<file path="src/sv/f32a_pkg.sv">
// f32a_pkg: shared types and functions for the binary32 adder.
// No dependencies.
package f32a_pkg;

    localparam logic [22:0] FracMask = 23'h7FFFFF;

    typedef struct packed {
        logic        sign;
        logic        is_zero;
        logic [9:0]  exp;
        logic [26:0] sum;
    } t_raw;

    // leading zero count over 27 bits, bit 26 is the target position
    function automatic logic [4:0] lzc27(input logic [26:0] v);
        logic [4:0] n;
        logic       found;
        n = 5'd0;
        found = 1'b0;
        for (int i = 26; i >= 0; i--) begin
            if (!found && v[i]) begin
                found = 1'b1;
                n = 5'(26 - i);
            end
        end
        return n;
    endfunction

endpackage

</file>
<file path="src/sv/f32a_align.sv">
// f32a_align: orders operands, aligns and adds or subtracts mantissas.
// Depends on f32a_pkg.
module f32a_align (
    input  logic [31:0]     i_a,
    input  logic [31:0]     i_b,
    output f32a_pkg::t_raw  o_raw
);
    import f32a_pkg::*;

    logic        sa, sb, sx, sy;
    logic [7:0]  ea, eb, ex, ey, d;
    logic [23:0] ma, mb, mx, my;
    logic [26:0] big, sml, sh, lost_mask;
    logic [27:0] s;
    logic        swap;

    always_comb begin
        sa = i_a[31];
        sb = i_b[31];
        ea = i_a[30:23];
        eb = i_b[30:23];
        ma = (ea == 8'd0) ? 24'd0 : {1'b1, i_a[22:0]};
        mb = (eb == 8'd0) ? 24'd0 : {1'b1, i_b[22:0]};
        swap = (eb > ea) || (eb == ea && mb > ma);
        sx = swap ? sb : sa;
        sy = swap ? sa : sb;
        ex = swap ? eb : ea;
        ey = swap ? ea : eb;
        mx = swap ? mb : ma;
        my = swap ? ma : mb;
        d = ex - ey;
        big = {mx, 3'b000};
        sh = {my, 3'b000};
        lost_mask = (27'd1 << d[4:0]) - 27'd1;
        if (d >= 8'd27) begin
            sml = {26'd0, |sh};
        end else begin
            sml = (sh >> d[4:0]) | {26'd0, |(sh & lost_mask)};
        end
        s = (sx == sy) ? ({1'b0, big} + {1'b0, sml}) : ({1'b0, big} - {1'b0, sml});
        o_raw.is_zero = (s == 28'd0);
        o_raw.sign = (s == 28'd0 && sx != sy) ? 1'b0 : sx;
        if (s[27]) begin
            o_raw.sum = s[27:1] | {26'd0, s[0]};
            o_raw.exp = {2'b00, ex} + 10'd1;
        end else begin
            o_raw.sum = s[26:0];
            o_raw.exp = {2'b00, ex};
        end
    end
endmodule

</file>
<file path="src/sv/f32a_round.sv">
// f32a_round: normalises, rounds to nearest even and packs the result.
// Depends on f32a_pkg.
module f32a_round (
    input  f32a_pkg::t_raw  i_raw,
    output logic [31:0]     o_sum
);
    import f32a_pkg::*;

    logic [4:0]  lz;
    logic [26:0] nsum;
    logic [9:0]  e;
    logic [24:0] m;
    logic        g;

    always_comb begin
        lz = lzc27(i_raw.sum);
        nsum = i_raw.sum << lz;
        e = i_raw.exp - {5'd0, lz};
        g = nsum[2];
        m = {1'b0, nsum[26:3]};
        if (g && (nsum[1:0] != 2'b00 || m[0]))
            m = m + 25'd1;
        if (m[24]) begin
            m = m >> 1;
            e = e + 10'd1;
        end
        if (i_raw.is_zero)
            o_sum = {i_raw.sign, 31'd0};
        else if (!e[9] && e >= 10'd255)
            o_sum = {i_raw.sign, 8'hFF, 23'd0};
        else if (e[9] || e == 10'd0)
            o_sum = {i_raw.sign, 31'd0};
        else
            o_sum = {i_raw.sign, e[7:0], m[22:0] & FracMask};
    end
endmodule

</file>
<file path="src/sv/float32_adder.sv">
// float32_adder: binary32 adder, round to nearest even.
// Result valid once the item moves from the input register into the result register; one item per cycle unless stalled.
// Input register feeds align/add and round logic into a result register.
// Synchronous active-low reset clears the valid flags only.
// Depends on f32a_pkg, f32a_align, f32a_round.
module float32_adder (
    input  logic        i_clk,
    input  logic        i_rst_n,
    input  logic        i_valid,
    output logic        o_ready,
    input  logic [31:0] i_operand_a,
    input  logic [31:0] i_operand_b,
    output logic        o_valid,
    input  logic        i_ready,
    output logic [31:0] o_sum_bits
);
    import f32a_pkg::*;

    logic        r_in_v, r_out_v;
    logic [31:0] r_a, r_b, r_sum;
    t_raw        raw;
    logic [31:0] sum;
    logic        adv_out, adv_in;

    f32a_align u_align (.i_a(r_a), .i_b(r_b), .o_raw(raw));
    f32a_round u_round (.i_raw(raw), .o_sum(sum));

    assign adv_out = !r_out_v || i_ready;
    assign adv_in  = !r_in_v || adv_out;
    assign o_ready = adv_in;
    assign o_valid = r_out_v;
    assign o_sum_bits = r_sum;

    always_ff @(posedge i_clk) begin
        if (!i_rst_n) begin
            r_in_v  <= 1'b0;
            r_out_v <= 1'b0;
        end else begin
            if (adv_in) r_in_v <= i_valid;
            if (adv_out) r_out_v <= r_in_v;
        end
        if (adv_in && i_valid) begin
            r_a <= i_operand_a;
            r_b <= i_operand_b;
        end
        if (adv_out && r_in_v) r_sum <= sum;
    end

`ifndef SYNTH
    a_hold: assert property (@(posedge i_clk) disable iff (!i_rst_n)
        o_valid && !i_ready |=> o_valid && $stable(o_sum_bits))
        else $error("result changed while stalled");
    a_ready: assert property (@(posedge i_clk) disable iff (!i_rst_n)
        !o_valid |-> o_ready)
        else $error("not ready with empty output");
    a_flow: assert property (@(posedge i_clk) disable iff (!i_rst_n)
        i_valid && o_ready |=> r_in_v)
        else $error("accepted item lost");
`endif
endmodule

</file>
<file path="config.mk">
export PLATFORM = sky130hd
export DESIGN_NAME = float32_adder
export DESIGN_NICKNAME = d
export VERILOG_FILES = /design/src/sv/f32a_pkg.sv /design/src/sv/f32a_align.sv /design/src/sv/f32a_round.sv /design/src/sv/float32_adder.sv
export SDC_FILE = /design/constraint.sdc
export NUM_CORES = 1
export LEC_CHECK = 0
export BUFFER_PORTS_ARGS = -buffer_cell sky130_fd_sc_hd__buf_4
export CAP_MARGIN = 0
export CORE_MARGIN = 2
export CORE_UTILIZATION = 30
export CTS_BUF_LIST = sky130_fd_sc_hd__clkbuf_16
export DETAILED_ROUTE_END_ITERATION = 12
export PLACE_DENSITY = 0.43
export REMOVE_ABC_BUFFERS = 1
export SKIP_LAST_GASP = 1
export SLEW_MARGIN = 15
export SYNTH_ARGS = -nofsm -noshare
export SYNTH_HDL_FRONTEND = slang
export SYNTH_HIERARCHICAL = 1
export SYNTH_SLANG_ARGS = --single-unit
</file>
<file path="constraint.sdc">
create_clock -name i_clk -period 35.2 [get_ports i_clk]
set_input_delay 7.04 -clock i_clk [delete_from_list [all_inputs] [get_ports i_clk]]
set_output_delay 7.04 -clock i_clk [all_outputs]
set_load 0.03 [all_outputs]
</file>
==> flow_metrics.tcl <==
set metrics [dict create \
    floorplan.die.height_um 228 \
    finalCritPeriodShare 0.520 \
    slew_viol_final 0 \
    cap_viol_max_count 0 \
    antenna_found_initial 0 \
    synth.most_common_cell "nand2_1" \
    cts_setup_buffers 0 \
    nets 2134 \
    yosysWarnings 6 \
    numCtsBuffers 9 \
    synth_cells 1960 \
    grt-busiest-layer "met2" \
    synthesis.area_um2 15100 \
    synth_edf_count 96 \
    fp.dieW_um 228 \
    layout_min_cycle_time_ns 18.32 \
    viasPerCell 5.76 \
    synth_top_area_frac 0.191 \
    cts.clk_slew.worst_paths_ns 0.08 \
    min_path_cells 2 \
    p_leak_nw 6.56 \
    setup_violations 0 \
    hp-class "reg2reg" \
    dp_hpwl_um 43100 \
    die-area_um2 52200 \
    setup_slack_ns 16.88 \
    hp-start "o_valid" \
    timing.slew.headroom 0.300 \
    syn_avg_cell_area_um2 7.71 \
    path_max_fanout 43 \
    grt_remaining_overflow 0 \
    start_kind "flop" \
    firstDrtPassIters 5 \
    ir_drop_uv 29.4 \
    arrival_ns 18.54 \
    synthArstFlopShare 0 \
    final_layout_size_suffix_gt1_frac 0.135 \
    dp_worst_setup_slack_ns 17.04 \
    cts_tree "built" \
    vias 15267 \
    io_pins 102 \
    clock_latency_ns 0.40 \
    grt_pass1_wl_um 85900 \
    met3_usage 0.0227 \
    min_to "r_in_v" \
    final_hold_viol_count 0 \
    rsz0062_at_grt "no" \
    htree_levels 3 \
    routedWlPerCell_um 20.8 \
    fin_setup_tns_ns 0 \
    cts_max_path_buffers 2 \
    core.rowCount 82 \
    crit_top_cell "a21oi_1" \
    met2_usage 0.346 \
    fmax_ghz 0.0546 \
    ys_seq_area_frac 0.193 \
    ys_ff_latch 98 \
    drc 0 \
    pwr_density_cell_nw_per_um2 53.4 \
    syn_to_final_growth_pct 10.1 \
    status "finished, final reports clean" \
    synth_largest_area_cell "edfxtp_1" \
    max_stage_delay_ns 0.97 \
    critical_path_required_ns 35.42 \
    gp_congestion 0.941 \
    tightest_slew_ns 1.05 \
    synth_flop_cell "edfxtp_1" \
    first_global_vias 14909 \
    synth_common_cells "nand2_1, nor2_1, a21oi_1" \
    track_usage 0.206 \
    end_kind "flop" \
    root_buffer "clkbuf_16" \
    clock_sinks 98 \
    portBuffers 101 \
    cp-startpoint "r_b[27]" \
    synth_area_leaders "edfxtp_1, ha_1, nand2_1, nor2_1, mux2i_1" \
    use_met1 0.278 \
    diodes 0 \
    finalClockSkew_ns 0.0169 \
    reg2reg_to "o_sum_bits[1]" \
    start_util 0.302 \
    grt_max_degree 68 \
    drt-total-wl_um 55100 \
    combPwrFrac 0.716 \
    p_sw_w 0.000477 \
    r2r_cells 59 \
    postCtsHoldBufs 0 \
    power_frac_clock 0.115 \
    reg2reg_setup_slack_ns 16.88 \
    critPathKind "reg2reg" \
    cts_resized 0 \
    swShare 0.537 \
    internal-power_w 0.000411 \
    seq_power_share 0.169 \
    core_area_um2 50000 \
    yosysUniqueCellTypes 118 \
    crit-reg2reg-launch "r_b[27]" \
    drtIter0Drc 1185 \
    cpMaxStageDelayCell "a21oi_1" \
    drtAntennaViolNets 0 \
]
[metrics by stage]
step	utilization	area [um^2]	total power [W]	cells	hold WS [ns]
CTS	0.333	16600	0.000887	2652	0.548
detailed placement	0.327	16400	0.000779	2636	0.536
finish	0.333	16600	0.000888	2652	0.543
floorplan	-	14500	0.000601	1840	0.532
global route	0.333	16600	0.000955	2652	0.584
global placement	0.327	16400	0.000783	2636	0.529
[worst max-delay path, delay by kind of cell, from the launching register on]
family / cells / cell delay [ns]
flops: 1 / 0.49
simple gates: 22 / 6.86
fa+ha+maj: 5 / 1.71
xor+xnor: 1 / 0.38
mux: 2 / 0.52
buf+inv: 7 / 2.08
compound gates: 22 / 6.00
[layout make-up]
cell class	count	area, um^2
clock buffers	9	225
clock inverters	7	60.1
fillers	5335	33300
inverters	95	362
multi-input cells	1647	11300
flip-flops and latches	98	2920
well taps	672	841
repair buffers	124	931
[worst max path at each step]
stage / cells after the start / slack (ns) / end
after floorplan: 60 / 17.27 / o_sum_bits[1]
after global placement: 59 / 17.38 / o_sum_bits[1]
after detailed placement: 59 / 17.04 / o_sum_bits[1]
after CTS: 59 / 16.98 / o_sum_bits[1]
after global routing: 59 / 15.48 / o_sum_bits[1]
final: 59 / 16.88 / o_sum_bits[1]
[kinds of logic after synthesis]
kind of cell / Yosys count / share of synthesized area
other cells: 1 / 0.000248
compound gates: 580 / 0.267
fa+ha+maj: 91 / 0.0764
buf+inv: 215 / 0.0628
xor+xnor: 72 / 0.0432
simple gates: 793 / 0.269
mux: 110 / 0.0883
flops: 98 / 0.193
[cell usage in the layout (no fill, tap or decap), types with 8 or more instances in the layout]
master     instances
xor2_1            25
a211oi_1          25
o22ai_1           13
and3_1            23
o21bai_1          22
nor4_1            23
nor2b_1           21
a21o_1            23
inv_1             90
nor3b_1            9
ha_1              89
clkbuf_16          9
a31oi_1           26
nand3_1           70
mux4_2            14
nor3_2            20
o311ai_0           9
or3_1             18
edfxtp_1          96
o211ai_1          27
nor2_1           190
xnor2_1           40
a21oi_1          132
o31ai_1           20
mux2_2            21
nor3_1            55
o21ai_0          112
mux2i_1           71
or4_1              9
a21boi_0           9
buf_4            124
o21a_1            15
nand2_1          230
nand4_1           37
nand2b_1          23
o221ai_1           8
and2_1            16
a22oi_1           14
[layer usage]
| metal | vias to the layer above | share of wire |
|---|---|---|
| met1 | 7341 | 0.46 |
| met3 | 72 | 0.042 |
| met5 | - | 0 |
| met2 | 475 | 0.47 |
| li1 | 7379 | - |
| met4 | 0 | 0.024 |
[registers in the layout (all words and copies together), names as in the netlist]
signal      flops
o_sum_bits     32
r_a            32
r_b            32
o_valid         1
r_in_v          1
[power groups by stage]
stage	combinational (W)	clock [W]	sequential [W]
final	0.000636	0.000102	0.000150
after CTS	0.000629	0.000107	0.000150
after floorplan	0.000440	0	0.000161
after global routing	0.000694	0.000110	0.000151
after global placement	0.000630	0	0.000153
after detailed placement	0.000626	0	0.000153
(Power assumes the default switching activity.)
